## src/sv/cptd_pkg.sv

```systemverilog
// Shared types and constants for the capacitive proximity and touch detector.
// No dependencies; imported by the step logic, the top level and the checker.
`default_nettype none

package cptd_pkg;

  localparam int SAMPLE_W = 18;
  localparam int TIME_W = 32;
  localparam int FRAC_W = 8;
  localparam int DELAY_W = 16;
  localparam int CFG_INDEX_W = 4;
  localparam int CFG_DATA_W = 32;

  // Detector modes, as reported on the mode field.
  typedef enum logic [1:0] {
    MODE_IDLE  = 2'd0,
    MODE_PROX  = 2'd1,
    MODE_TOUCH = 2'd2
  } mode_t;

  // Configuration register indexes.
  localparam logic [CFG_INDEX_W-1:0] REG_ADAPT_RATE    = 4'd0;
  localparam logic [CFG_INDEX_W-1:0] REG_RESEED_FRAC   = 4'd1;
  localparam logic [CFG_INDEX_W-1:0] REG_PROX_FRAC     = 4'd2;
  localparam logic [CFG_INDEX_W-1:0] REG_TOUCH_FRAC    = 4'd3;
  localparam logic [CFG_INDEX_W-1:0] REG_RELEASE_FRAC  = 4'd4;
  localparam logic [CFG_INDEX_W-1:0] REG_CONFIRM_DELAY = 4'd5;
  localparam logic [CFG_INDEX_W-1:0] REG_PROX_TIMEOUT  = 4'd6;
  localparam logic [CFG_INDEX_W-1:0] REG_TOUCH_TIMEOUT = 4'd7;

  // Register values after reset.
  localparam logic [FRAC_W-1:0]  RST_ADAPT_RATE    = 8'd4;
  localparam logic [FRAC_W-1:0]  RST_RESEED_FRAC   = 8'd32;
  localparam logic [FRAC_W-1:0]  RST_PROX_FRAC     = 8'd32;
  localparam logic [FRAC_W-1:0]  RST_TOUCH_FRAC    = 8'd32;
  localparam logic [FRAC_W-1:0]  RST_RELEASE_FRAC  = 8'd8;
  localparam logic [DELAY_W-1:0] RST_CONFIRM_DELAY = 16'd20;
  localparam logic [TIME_W-1:0]  RST_PROX_TIMEOUT  = 32'd10000;
  localparam logic [TIME_W-1:0]  RST_TOUCH_TIMEOUT = 32'd10000;

  typedef struct packed {
    logic [FRAC_W-1:0]  adapt_rate;
    logic [FRAC_W-1:0]  reseed_frac;
    logic [FRAC_W-1:0]  prox_frac;
    logic [FRAC_W-1:0]  touch_frac;
    logic [FRAC_W-1:0]  release_frac;
    logic [DELAY_W-1:0] confirm_delay;
    logic [TIME_W-1:0]  prox_timeout;
    logic [TIME_W-1:0]  touch_timeout;
  } cfg_t;

  typedef struct packed {
    logic [TIME_W-1:0]   now;
    logic [SAMPLE_W-1:0] base;
    logic                seed_pending;
    mode_t               mode;
    logic                confirm_armed;
    logic [TIME_W-1:0]   confirm_start;
    logic [TIME_W-1:0]   idle_start;
    logic [TIME_W-1:0]   prox_start;
    logic [TIME_W-1:0]   touch_start;
  } state_t;

  typedef struct packed {
    mode_t               mode;
    logic [SAMPLE_W-1:0] baseline;
    logic [TIME_W-1:0]   idle_ms;
    logic [TIME_W-1:0]   proximity_ms;
    logic [TIME_W-1:0]   touch_ms;
  } result_t;

endpackage

`default_nettype wire

```

## src/sv/cptd_step.sv

```systemverilog
// Combinational step of the detector: tick count, seeding, thresholds, baseline filter and mode machine.
// Depends on cptd_pkg for the configuration, state and result types.
`default_nettype none

module cptd_step (
  input  cptd_pkg::cfg_t   cfg,
  input  cptd_pkg::state_t state,
  input  logic             func,
  input  logic [cptd_pkg::SAMPLE_W-1:0] sample,
  output cptd_pkg::state_t state_next,
  output cptd_pkg::result_t result
);
  import cptd_pkg::*;

  localparam int PROD_W = SAMPLE_W + FRAC_W;

  logic [PROD_W-1:0]     p_reseed, p_prox, p_touch, p_release;
  logic [SAMPLE_W-1:0]   th_reseed;
  logic [SAMPLE_W:0]     th_prox;
  logic [SAMPLE_W+1:0]   th_touch, th_release;
  logic [SAMPLE_W+1:0]   smp_ext;
  logic signed [SAMPLE_W:0]          diff;
  logic signed [SAMPLE_W+FRAC_W+1:0] prod;
  logic signed [SAMPLE_W+1:0]        filt_step, filt_sum;
  logic [SAMPLE_W-1:0]   filtered;
  logic [TIME_W-1:0]     now;

  // Fractions of the baseline, each (f * baseline) >> 8.
  always_comb begin
    p_reseed  = PROD_W'(cfg.reseed_frac) * PROD_W'(state.base);
    p_prox    = PROD_W'(cfg.prox_frac) * PROD_W'(state.base);
    p_touch   = PROD_W'(cfg.touch_frac) * PROD_W'(state.base);
    p_release = PROD_W'(cfg.release_frac) * PROD_W'(state.base);
  end

  // Thresholds, taken from the baseline as it stood before this sample.
  always_comb begin
    th_reseed  = state.base - p_reseed[PROD_W-1:FRAC_W];
    th_prox    = {1'b0, state.base} + {1'b0, p_prox[PROD_W-1:FRAC_W]};
    th_touch   = {1'b0, th_prox} + {2'b00, p_touch[PROD_W-1:FRAC_W]};
    th_release = th_touch - {2'b00, p_release[PROD_W-1:FRAC_W]};
    smp_ext    = {2'b00, sample};
  end

  // IIR baseline filter; the arithmetic shift floors the signed step.
  always_comb begin
    diff      = $signed({1'b0, sample}) - $signed({1'b0, state.base});
    prod      = $signed({1'b0, cfg.adapt_rate}) * diff;
    filt_step = prod[SAMPLE_W+FRAC_W+1:FRAC_W];
    filt_sum  = $signed({2'b00, state.base}) + filt_step;
    filtered  = filt_sum[SAMPLE_W-1:0];
  end

  // Mode machine; idle, proximity and touch are evaluated in turn, so one
  // sample may pass through several modes.
  always_comb begin
    state_next = state;
    now = state.now;
    if (func) begin
      state_next.now = state.now + 1'b1;
    end else if (state.seed_pending) begin
      state_next.base = sample;
      state_next.seed_pending = 1'b0;
    end else begin
      if (state_next.mode == MODE_IDLE) begin
        if (smp_ext > {1'b0, th_prox}) begin
          if (!state.confirm_armed) begin
            state_next.confirm_armed = 1'b1;
            state_next.confirm_start = now;
          end else if ((now - state.confirm_start) > {16'd0, cfg.confirm_delay}) begin
            state_next.mode = MODE_PROX;
            state_next.confirm_armed = 1'b0;
            state_next.prox_start = now;
          end
        end else if (sample < th_reseed) begin
          state_next.confirm_armed = 1'b0;
          state_next.base = sample;
        end else begin
          state_next.confirm_armed = 1'b0;
          state_next.base = filtered;
        end
      end

      if (state_next.mode == MODE_PROX) begin
        if (smp_ext >= th_touch) begin
          state_next.mode = MODE_TOUCH;
          state_next.touch_start = now;
        end else if (smp_ext < {1'b0, th_prox}) begin
          state_next.mode = MODE_IDLE;
          state_next.idle_start = now;
          state_next.base = filtered;
        end else if (cfg.prox_timeout != '0 &&
                     (now - state_next.prox_start) > cfg.prox_timeout) begin
          state_next.mode = MODE_IDLE;
          state_next.idle_start = now;
          state_next.base = sample;
        end
      end

      if (state_next.mode == MODE_TOUCH) begin
        if (smp_ext < th_release) begin
          if (smp_ext >= {1'b0, th_prox}) begin
            state_next.mode = MODE_PROX;
            state_next.prox_start = now;
          end else begin
            state_next.mode = MODE_IDLE;
            state_next.idle_start = now;
            state_next.base = filtered;
          end
        end else if (cfg.touch_timeout != '0 &&
                     (now - state_next.touch_start) > cfg.touch_timeout) begin
          state_next.mode = MODE_IDLE;
          state_next.idle_start = now;
          state_next.base = sample;
        end
      end
    end
  end

  // Report after the item is applied.
  always_comb begin
    result.mode = state_next.mode;
    result.baseline = state_next.base;
    result.idle_ms = (state_next.mode == MODE_IDLE) ?
                     state_next.now - state_next.idle_start : '0;
    result.proximity_ms = (state_next.mode == MODE_PROX || state_next.mode == MODE_TOUCH) ?
                          state_next.now - state_next.prox_start : '0;
    result.touch_ms = (state_next.mode == MODE_TOUCH) ?
                      state_next.now - state_next.touch_start : '0;
  end

endmodule

`default_nettype wire

```

## src/sv/capacitive_proximity_touch_detector.sv

```systemverilog
// Capacitive proximity and touch detector with a tracked baseline.
//
// Requests enter on the item channel (item_valid, item_stall, func, sample):
// func low carries an averaged sample, func high a one-millisecond tick.
// Each request yields exactly one result on the result channel (result_valid,
// result_stall, mode, baseline, idle_ms, proximity_ms, touch_ms), in order.
// A request accepted into the input register is processed by a single step of
// combinational logic, and its result is then captured in the result register,
// where it stays valid until the receiver takes it. One request is taken every
// cycle while the result side does not stall.
// When result_stall holds the output, one more request may wait in the input
// register; item_stall then rises until the result is taken.
// The configuration port (cfg_write, cfg_index, cfg_data) writes one register
// per cycle; the user must use it only while no request is in flight, as the
// block itself does not enforce it. Indexes past the last register are ignored.
// Synchronous reset empties both registers, loads the register defaults and
// returns the detector to idle with the baseline waiting for its seed sample.
// Depends on cptd_pkg and cptd_step.
`default_nettype none

module capacitive_proximity_touch_detector (
  input  logic clk,
  input  logic rst,
  input  logic item_valid,
  output logic item_stall,
  input  logic func,
  input  logic [cptd_pkg::SAMPLE_W-1:0] sample,
  output logic result_valid,
  input  logic result_stall,
  output logic [1:0] mode,
  output logic [cptd_pkg::SAMPLE_W-1:0] baseline,
  output logic [cptd_pkg::TIME_W-1:0] idle_ms,
  output logic [cptd_pkg::TIME_W-1:0] proximity_ms,
  output logic [cptd_pkg::TIME_W-1:0] touch_ms,
  input  logic cfg_write,
  input  logic [cptd_pkg::CFG_INDEX_W-1:0] cfg_index,
  input  logic [cptd_pkg::CFG_DATA_W-1:0] cfg_data
);
  import cptd_pkg::*;

  cfg_t    cfg;
  state_t  state, state_next;
  result_t res, res_reg;
  logic    in_valid;
  logic    in_func;
  logic [SAMPLE_W-1:0] in_sample;
  logic    advance;

  // The input register moves on whenever the output register is free.
  assign advance = !result_valid || !result_stall;
  assign item_stall = in_valid && !advance;

  // Configuration registers.
  always_ff @(posedge clk) begin
    if (rst) begin
      cfg.adapt_rate    <= RST_ADAPT_RATE;
      cfg.reseed_frac   <= RST_RESEED_FRAC;
      cfg.prox_frac     <= RST_PROX_FRAC;
      cfg.touch_frac    <= RST_TOUCH_FRAC;
      cfg.release_frac  <= RST_RELEASE_FRAC;
      cfg.confirm_delay <= RST_CONFIRM_DELAY;
      cfg.prox_timeout  <= RST_PROX_TIMEOUT;
      cfg.touch_timeout <= RST_TOUCH_TIMEOUT;
    end else if (cfg_write) begin
      unique case (cfg_index)
        REG_ADAPT_RATE:    cfg.adapt_rate    <= cfg_data[FRAC_W-1:0];
        REG_RESEED_FRAC:   cfg.reseed_frac   <= cfg_data[FRAC_W-1:0];
        REG_PROX_FRAC:     cfg.prox_frac     <= cfg_data[FRAC_W-1:0];
        REG_TOUCH_FRAC:    cfg.touch_frac    <= cfg_data[FRAC_W-1:0];
        REG_RELEASE_FRAC:  cfg.release_frac  <= cfg_data[FRAC_W-1:0];
        REG_CONFIRM_DELAY: cfg.confirm_delay <= cfg_data[DELAY_W-1:0];
        REG_PROX_TIMEOUT:  cfg.prox_timeout  <= cfg_data[TIME_W-1:0];
        REG_TOUCH_TIMEOUT: cfg.touch_timeout <= cfg_data[TIME_W-1:0];
        default: ;
      endcase
    end
  end

  // Input register.
  always_ff @(posedge clk) begin
    if (rst) begin
      in_valid <= 1'b0;
    end else if (!item_stall) begin
      in_valid <= item_valid;
    end
    if (item_valid && !item_stall) begin
      in_func   <= func;
      in_sample <= sample;
    end
  end

  cptd_step u_step (
    .cfg        (cfg),
    .state      (state),
    .func       (in_func),
    .sample     (in_sample),
    .state_next (state_next),
    .result     (res)
  );

  // Detector state and result register; both update as a request leaves the
  // input register.
  always_ff @(posedge clk) begin
    if (rst) begin
      result_valid        <= 1'b0;
      state.now           <= '0;
      state.base          <= '0;
      state.seed_pending  <= 1'b1;
      state.mode          <= MODE_IDLE;
      state.confirm_armed <= 1'b0;
      state.confirm_start <= '0;
      state.idle_start    <= '0;
      state.prox_start    <= '0;
      state.touch_start   <= '0;
    end else if (advance) begin
      result_valid <= in_valid;
      if (in_valid) begin
        state <= state_next;
      end
    end
    if (advance && in_valid) begin
      res_reg <= res;
    end
  end

  assign mode         = res_reg.mode;
  assign baseline     = res_reg.baseline;
  assign idle_ms      = res_reg.idle_ms;
  assign proximity_ms = res_reg.proximity_ms;
  assign touch_ms     = res_reg.touch_ms;

endmodule

`default_nettype wire

```

## config.mk

```make
export PLATFORM = sky130hd
export DESIGN_NAME = capacitive_proximity_touch_detector
export DESIGN_NICKNAME = d
export VERILOG_FILES = /design/src/sv/cptd_pkg.sv /design/src/sv/cptd_step.sv /design/src/sv/capacitive_proximity_touch_detector.sv
export SDC_FILE = /design/constraint.sdc
export NUM_CORES = 2
export LEC_CHECK = 0
export ABC_AREA = 1
export ABC_CLOCK_PERIOD_IN_PS = 18800
export CAP_MARGIN = 20
export CORE_ASPECT_RATIO = 0.9
export CORE_MARGIN = 1
export CORE_UTILIZATION = 60
export CTS_CLUSTER_DIAMETER = 50
export DETAILED_ROUTE_END_ITERATION = 10
export DONT_BUFFER_PORTS = 1
export GPL_TIMING_DRIVEN = 0
export PLACE_DENSITY_LB_ADDON = 0.1
export SLEW_MARGIN = 20
export SYNTH_ARGS = -nofsm -noshare
export SYNTH_HDL_FRONTEND = slang
export SYNTH_SLANG_ARGS = --single-unit
```

## constraint.sdc

```tcl
create_clock -name clk -period 18.8 [get_ports clk]
set_input_delay 3.76 -clock clk [delete_from_list [all_inputs] [get_ports clk]]
set_output_delay 3.76 -clock clk [all_outputs]
set_load 0.01 [all_outputs]
```

Yosys cells after proc, flatten, opt, wreduce, memory -nomap -nowiden
Index checks and enable logic that the tools add are counted.
{ "totals": {"latchBits": 0, "mem_count": 0, "out_inout_bits": 118, "romBits": 0, "ramBits": 0, "word_cells": 152, "register_bits": 439, "inputBits": 60} }
{ "op_classes": {"n_lt_le_gt_ge": 9, "reduce_logical": 30, "muxes": 55, "bitwise": 2, "add_sub_neg": 13, "div_mod_pow": 0, "n_shift": 0, "n_eq_ne": 12, "mul": 5} }
{ "op_table": {"columns": ["operator", "count"], "rows": [
  ["32-bit two-way mux", 22],
  ["18-bit two-way mux", 12],
  ["32-bit subtractor", 6],
  ["150-bit two-way mux", 1],
  ["131-bit two-way mux", 1],
  ["35-bit two-way mux", 3],
  ["8-bit by 18-bit multiplier with 26-bit output", 4],
  ["32-bit greater-than comparator", 2],
  ["64-bit two-way mux", 1],
  ["32-bit nonzero test", 2],
  ["32-bit by 1-bit adder with 32-bit output, second input constant", 1],
  ["32-bit by 16-bit greater-than comparator with 1-bit output", 1],
  ["9-bit by 19-bit multiplier with 26-bit output", 1],
  ["2-bit two-way mux", 11],
  ["19-bit by 18-bit adder with 20-bit output", 1],
  ["18-bit by 20-bit >= comparator with 1-bit output", 1],
  ["18-bit by 20-bit less-than comparator with 1-bit output", 1],
  ["20-bit by 18-bit subtractor with 20-bit output", 1],
  ["18-bit by 18-bit adder with 19-bit output", 1],
  ["18-bit by 19-bit >= comparator with 1-bit output", 1],
  ["18-bit by 19-bit greater-than comparator with 1-bit output", 1],
  ["18-bit by 19-bit less-than comparator with 1-bit output", 1],
  ["18-bit by 18-bit subtractor with 19-bit output", 1],
  ["18-bit adder", 1],
  ["other kinds (21)", 48]
]} }

Longest topological paths before layout
{ "logic_depth": {"ltp_word": 24, "depth_mapped": 134, "depth_no_buf": 129} }

Cells and area by module
Synthesis repeated with hierarchy kept, for this count alone.
{ "unflattened": {"cells_unflattened": 8583, "hier_area_um2": 59930.0} }
{ "by_module_without_submodules": {"columns": ["mod", "cells_per_inst", "area_per_inst_um2", "instances", "seq_area_each_um2"], "rows": [
  ["cptd_step", 6963, 44954.4, 1, 0.0],
  ["capacitive_proximity_touch_detector", 1620, 14975.6, 1, 10139.7]
]} }

Worst setup path before layout
Ideal clock, no wire load.
{ "synth_timing": {"kind": "register to register", "from": "reg state[133] (netlist name)", "to": "reg res_reg, in the netlist proximity_ms[30], data pin", "arrival_ns": 17.147, "period_less_slack_ns": 17.411, "n_path_buf": 5, "setup_time_ns": 0.264, "t_required_ns": 18.536, "stages_incl_launch_ff": 125, "slack_ns": 1.389, "cell_sequence": "dfxtp_1 -> clkbuf_1 -> buf_1 -> nand2_1 -> fa_1 -> fa_1 -> inv_1 -> fa_1 -> inv_1 -> fa_1 -> inv_1 -> ha_1 -> a21oi_1 -> inv_1 -> a21oi_1 -> nor2_1 -> nor2_1 -> nor3_1 -> (+89 left out) -> nand2_1 -> a31oi_1 -> o31ai_1 -> nand2_1 -> nand2_1 -> a21o_1 -> nand2_1 -> inv_1 -> o21ai_0 -> and2_1 -> o21ai_0 -> nand3_1 -> nand2_1 -> nand3_1 -> nand2_1 -> inv_1 -> o31ai_1 -> a21oi_1"} }
{ "synth_lines": {"columns": ["item", "line", "text"], "rows": [
  ["end signal: assignment", "capacitive_proximity_touch_detector.sv:122", "res_reg <= res;"],
  ["end: declaration", "capacitive_proximity_touch_detector.sv:43", "result_t res, res_reg;"]
]} }

Worst setup path after layout
{ "layout_timing": {"from": "reg state[135] (netlist name)", "to": "reg res_reg, in the netlist proximity_ms[31], data pin"} }
{ "layout_between": {"elab_chain_len": 23, "elab_cells_between_ends": 50, "cone_classes": "add/sub: 6; mul: 3; order compare: 7; eq/ne: 4; mux: 27; reduce/logical: 3"} }
{ "layout_lines": {"columns": ["item", "line", "text"], "rows": [
  ["8-bit by 18-bit multiplier with 26-bit output", "cptd_step.sv:31", "p_prox = PROD_W'(cfg.prox_frac) * PROD_W'(state.base);"],
  ["18-bit by 18-bit adder with 19-bit output", "cptd_step.sv:39", "th_prox = {1'b0, state.base} + {1'b0, p_prox[PROD_W-1:FRAC_W]};"],
  ["18-bit by 19-bit greater-than comparator with 1-bit output", "cptd_step.sv:66", "if (smp_ext > {1'b0, th_prox}) begin"],
  ["32-bit two-way mux", "cptd_step.sv:66", null],
  ["32-bit two-way mux", "cptd_step.sv:65", "if (state_next.mode == MODE_IDLE) begin"],
  ["32-bit two-way mux", "cptd_step.sv:61", "end else if (state.seed_pending) begin"],
  ["32-bit two-way mux", "cptd_step.sv:59", "if (func) begin"],
  ["32-bit subtractor", "cptd_step.sv:93", "(now - state_next.prox_start) > cfg.prox_timeout) begin"],
  ["(+6 left out)", null, null],
  ["2-bit two-way mux", "cptd_step.sv:61", null],
  ["2-bit two-way mux", "cptd_step.sv:59", null],
  ["2-bit two-way mux", "cptd_step.sv:110", "end else if (cfg.touch_timeout != '0 &&"],
  ["2-bit two-way mux", "cptd_step.sv:101", "if (smp_ext < th_release) begin"],
  ["2-bit two-way mux", "cptd_step.sv:100", "if (state_next.mode == MODE_TOUCH) begin"],
  ["131-bit two-way mux *", "cptd_step.sv:61", null],
  ["150-bit two-way mux *", "cptd_step.sv:59", null],
  ["parallel branches: the longest is 2 deep, another holds 32-bit subtractor", null, null]
]} }
Every way passes the cells marked *. The select of a mux whose other input is x is not followed.
A chain may end at the register's enable or synchronous reset.

==> results by group <==
Status
  • Outcome: finished clean

Global route
  • Aggregate global routing overflow: 0
  • Global-route wire length before repair: 306500 um
  • Via count of the first global-routing pass: 52560
  • Largest net degree at the start of global routing: 59
  • Initial antenna violation count: 11
  • Global router's overall resource usage: 0.4096

Pwr
  • LEAKAGE: 32.82 nW
  • PD cells: 70.87 nW/um2
  • Share of power burned in combinational logic: 0.487
  • Clock network fraction of total power: 0.265
  • Switching part of the total: 0.4497
  • Portion of total power attributed to sequential cells: 0.248
  • IR drop worst, VDD: 0.08305 mV
  • Power dissipated by switching net loads: 2.032 mW
  • Internal power contribution: approximately 2.5 mW

Synth
  • Syn_area_per_cell: 7.267 um2
  • #FFs+latches synth: 439
  • Cells after synthesis: 8047
  • Post-synthesis async set-or-reset flop share: 0
  • Number of nets in the synthesized netlist: between 9000 and 10000
  • Top-area cell type share of the netlist area: 0.1732
  • Post-synthesis instance area: between 50000 and 60000 um2
  • Number of warnings reported in the yosys synthesis log: 0
  • Top FF cell, synth: sky130_fd_sc_hd__dfxtp_1
  • Number of enable-type register cells in the synthesized netlist: 135
  • Distinct cell type count of the synthesized netlist: 74
  • Proportion of synthesized chip area in sequential cells: 0.1734
  • Biggest area consumer among synthesized cells: sky130_fd_sc_hd__fa_1
  • Most area-consuming cells after synthesis: sky130_fd_sc_hd__fa_1, sky130_fd_sc_hd__ha_1, sky130_fd_sc_hd__dfxtp_1, sky130_fd_sc_hd__nand2_1, sky130_fd_sc_hd__inv_1

Placement
  • Placed cell areas: 60120 um2
  • RePlAce Congestion: 1.027
  • Place WS: -5.076 ns
  • Half-perimeter wire length after detailed placement: 167200 um
  • Number of port buffers: 0

Layout
  • Fill cell instance count of the final layout: around 8600
  • Multi-input logic area: roughly 42000 um2
  • Growth of design area from synthesis to finish: 9.018%
  • Final instance area: 63750 um2
  • Combined flip-flop and latch cell area: 10190 um2
  • Fraction of layout cells with a size suffix above 1: 0.06054
  • Final #Nets: 9373

Detailed routing
  • Antenna viol nets, final: 0
  • Via/cell ratio: 5.899
  • Sum of routed wire length over all layers: 204000 um
  • Routed len/inst: 21.53 um
  • Post-route DRC violation count: 0
  • 1st-pass router iterations: 7
  • Number of violations reported at the end of detailed-routing iteration 0: 7320
  • Via count: 55910

Setup path
  • Data arrival time of the worst path: 18.48 ns
  • Dominant cell type by count on the critical path: sky130_fd_sc_hd__nand2_1
  • Delay of the slowest cell on the worst path: between 0.4 and 0.5 ns
  • Endpoint required time on the critical path: 19.25 ns
  • CP startpoint: state[135]
  • Worst path slowest cell: sky130_fd_sc_hd__fa_1
  • Crit path capture type: flip-flop
  • Largest fanout on the critical path: 10
  • Launching point of the worst reg2reg path: state[135]
  • Worst Setup Start Kind: flip-flop
  • Critical path class: flip-flop to flip-flop

Floorplan
  • Horiz. Die Dim: 331.1 um
  • Die Area: 98720 um2
  • Effective utilization at floorplan: 0.6061
  • Row count: 108
  • Die extent in y: 298.2 um
  • Top-level port count: 178
  • CORE AREA: 96480 um2

Timing
  • Final hold slack: roughly 0.46 ns
  • Final total negative setup slack: 0 ns
  • Slew at the pin closest to its max-slew limit: 1.240 ns
  • Peak Freq: 55.46 MHz
  • Fin. Hold Viols: 0
  • Rel. slew slack: 0.1735
  • Min setup slack post-route: 0.7693 ns
  • Setup-violating endpoint count in the final report: 0
  • Final Slew Violations: 0
  • Minimum clock period after layout: 18.03 ns
  • Period utilisation layout: 0.9591
  • Worst clock skew: 0.06848 ns

CTS
  • Clock slew at the register clock pins of the worst setup and hold paths: 0.06 ns
  • Clock latency on the worst-skew pair: 0.72 ns
  • Number of buffers on the longest clock path: 3
  • Clock buffers created by TritonCTS: 61
  • Clock sink count: 439
  • Clock tree from TritonCTS: yes
  • Clock root buffer: sky130_fd_sc_hd__clkbuf_16
  • Number of H-tree branching levels: 2

Worst hold path
  • Worst Min Path Start: cfg[79]
  • Path type of the worst min-delay path: flip-flop to flip-flop

Run
  • Max-capacitance violation count: 0
[flip-flops by register name, summed over array words and instances, names as in the netlist]
register / cells
in_sample: 18
result_valid: 1
in_valid: 1
touch_ms: 32
mode: 2
baseline: 18
in_func: 1
idle_ms: 32
cfg: 120
state: 182
proximity_ms: 32
[kinds of logic after synthesis]
kind of cell / share of synthesized area
flops: 0.1734
fa+ha+maj: 0.3125
buf+inv: 0.1250
simple gates: 0.1816
mux: 0.002910
compound gates: 0.1576
xor+xnor: 0.04692
[synth_stat cells (36+ instances only)]
cell type                  count
sky130_fd_sc_hd__edfxtp_1    135
sky130_fd_sc_hd__nand3_1     200
sky130_fd_sc_hd__ha_1        651
sky130_fd_sc_hd__nand2_2      36
sky130_fd_sc_hd__o21bai_1     49
sky130_fd_sc_hd__xor2_1      231
sky130_fd_sc_hd__o22ai_1      61
sky130_fd_sc_hd__nand4_1      64
sky130_fd_sc_hd__a21oi_1     679
sky130_fd_sc_hd__dfxtp_1     304
sky130_fd_sc_hd__nand2_1    1597
sky130_fd_sc_hd__o211ai_1     95
sky130_fd_sc_hd__nor2_1      514
sky130_fd_sc_hd__nor3_1       51
sky130_fd_sc_hd__xnor2_1      76
sky130_fd_sc_hd__clkbuf_1    275
sky130_fd_sc_hd__inv_1      1590
sky130_fd_sc_hd__o21ai_0     498
sky130_fd_sc_hd__fa_1        506
[power by group through the flow]
| stage | combinational, mW | sequential, mW | clock (mW) |
|---|---|---|---|
| CTS | 2.08 | 1.11 | 1.20 |
| floorplan | 1.47 | 1.10 | 0 |
| finish | 2.20 | 1.12 | 1.20 |
| detailed placement | 2.02 | 1.13 | 0 |
| global placement | 1.98 | 1.14 | 0 |
| global route | 2.42 | 1.12 | 1.24 |
[layout by cell type, fill, tap and decap left out, types with 15 or more instances in the layout]
| cell | synthesis | final |
|---|---|---|
| sky130_fd_sc_hd__clkbuf_16 | 0 | 61 |
| sky130_fd_sc_hd__nand3_1 | 200 | 197 |
| sky130_fd_sc_hd__a22oi_1 | 31 | 28 |
| sky130_fd_sc_hd__o21ai_1 | 18 | 30 |
| sky130_fd_sc_hd__nor3_1 | 51 | 51 |
| sky130_fd_sc_hd__ha_1 | 651 | 641 |
| sky130_fd_sc_hd__clkinv_1 | 13 | 15 |
| sky130_fd_sc_hd__a21oi_1 | 679 | 666 |
| sky130_fd_sc_hd__nor2_2 | 8 | 15 |
| sky130_fd_sc_hd__o211ai_1 | 95 | 95 |
| sky130_fd_sc_hd__inv_2 | 19 | 22 |
| sky130_fd_sc_hd__o21ai_2 | 2 | 16 |
| sky130_fd_sc_hd__buf_6 | 2 | 17 |
| sky130_fd_sc_hd__nor2_1 | 514 | 503 |
| sky130_fd_sc_hd__dfxtp_1 | 304 | 284 |
| sky130_fd_sc_hd__nand2_2 | 36 | 54 |
| sky130_fd_sc_hd__edfxtp_1 | 135 | 135 |
| sky130_fd_sc_hd__xor2_1 | 231 | 223 |
| sky130_fd_sc_hd__o21bai_1 | 49 | 48 |
| sky130_fd_sc_hd__buf_1 | 27 | 23 |
| sky130_fd_sc_hd__a21o_1 | 27 | 27 |
| sky130_fd_sc_hd__mux2i_1 | 17 | 17 |
| sky130_fd_sc_hd__a211oi_1 | 24 | 21 |
| sky130_fd_sc_hd__inv_1 | 1590 | 1587 |
| sky130_fd_sc_hd__nand4_1 | 64 | 64 |
| sky130_fd_sc_hd__xnor2_1 | 76 | 70 |
| sky130_fd_sc_hd__clkbuf_2 | 1 | 16 |
| sky130_fd_sc_hd__fa_1 | 506 | 503 |
| sky130_fd_sc_hd__nor4_1 | 26 | 22 |
| sky130_fd_sc_hd__nand3_2 | 16 | 18 |
| sky130_fd_sc_hd__a31oi_1 | 21 | 18 |
| sky130_fd_sc_hd__buf_4 | 2 | 68 |
| sky130_fd_sc_hd__o21a_1 | 34 | 34 |
| sky130_fd_sc_hd__clkbuf_1 | 275 | 216 |
| sky130_fd_sc_hd__o22ai_1 | 61 | 58 |
| sky130_fd_sc_hd__nand2_1 | 1597 | 1577 |
| sky130_fd_sc_hd__o21ai_0 | 498 | 468 |
| sky130_fd_sc_hd__o2111ai_1 | 17 | 16 |
[per-stage QoR]
stage,instances,util,power (mW)
3_3_place_gp,9312,0.6225,3.113
5_1_grt,9474,0.6607,4.782
2_1_floorplan,8047,-,2.573
6_report,9477,0.6608,4.518
4_1_cts,9441,0.6501,4.390
3_5_place_dp,9314,0.6231,3.156
[routing by layer]
metal,track usage,up-vias,share of wire
li1,-,25970,-
met1,0.6095,26270,0.43
met2,0.5571,3266,0.39
met3,0.1391,393,0.15
met4,0.1097,12,0.029
met5,0,-,0.00044
[worst max-delay path, delay by kind of cell (launching register included)]
family                   cells  cell delay, ns
AO/OA/AOI/OAI               30            4.75
adder cells (fa/ha/maj)     11            3.95
buffers and inverters       14            1.38
flip-flops                   1            0.37
AND/OR/NAND/NOR             62            6.72
XOR/XNOR                     3            0.61
[layout make-up]
type	instances	area share
Buffer	303	0.02434
Tap cell	1265	0.02483
Multi-Input combinational cell	5670	0.6547
Clock buffer	77	0.02551
Sequential cell	439	0.1599
Antenna cell	3	0.0001178
Clock inverter	39	0.007575
Timing Repair Buffer	58	0.007399
Inverter	1623	0.09558
[final timing paths]
path                                         end  slack, ns  depth (start not counted)
worst min-delay path                     cfg[79]       0.46                          2
worst max register to register  proximity_ms[31]       0.77                        120
worst min register to register           cfg[79]       0.46                          2
worst max-delay path            proximity_ms[31]       0.77                        120
[timing repair]
item	4_1_cts	5_1_grt
pin swaps	12	65
hold buffers	0	0
cloned	0	0
setup endpoints to repair	198	67
hold endpoints to repair	0	0
resized for setup	158	274
buffers inserted	18	38
No activity file was read; power rests on OpenSTA's default activity.
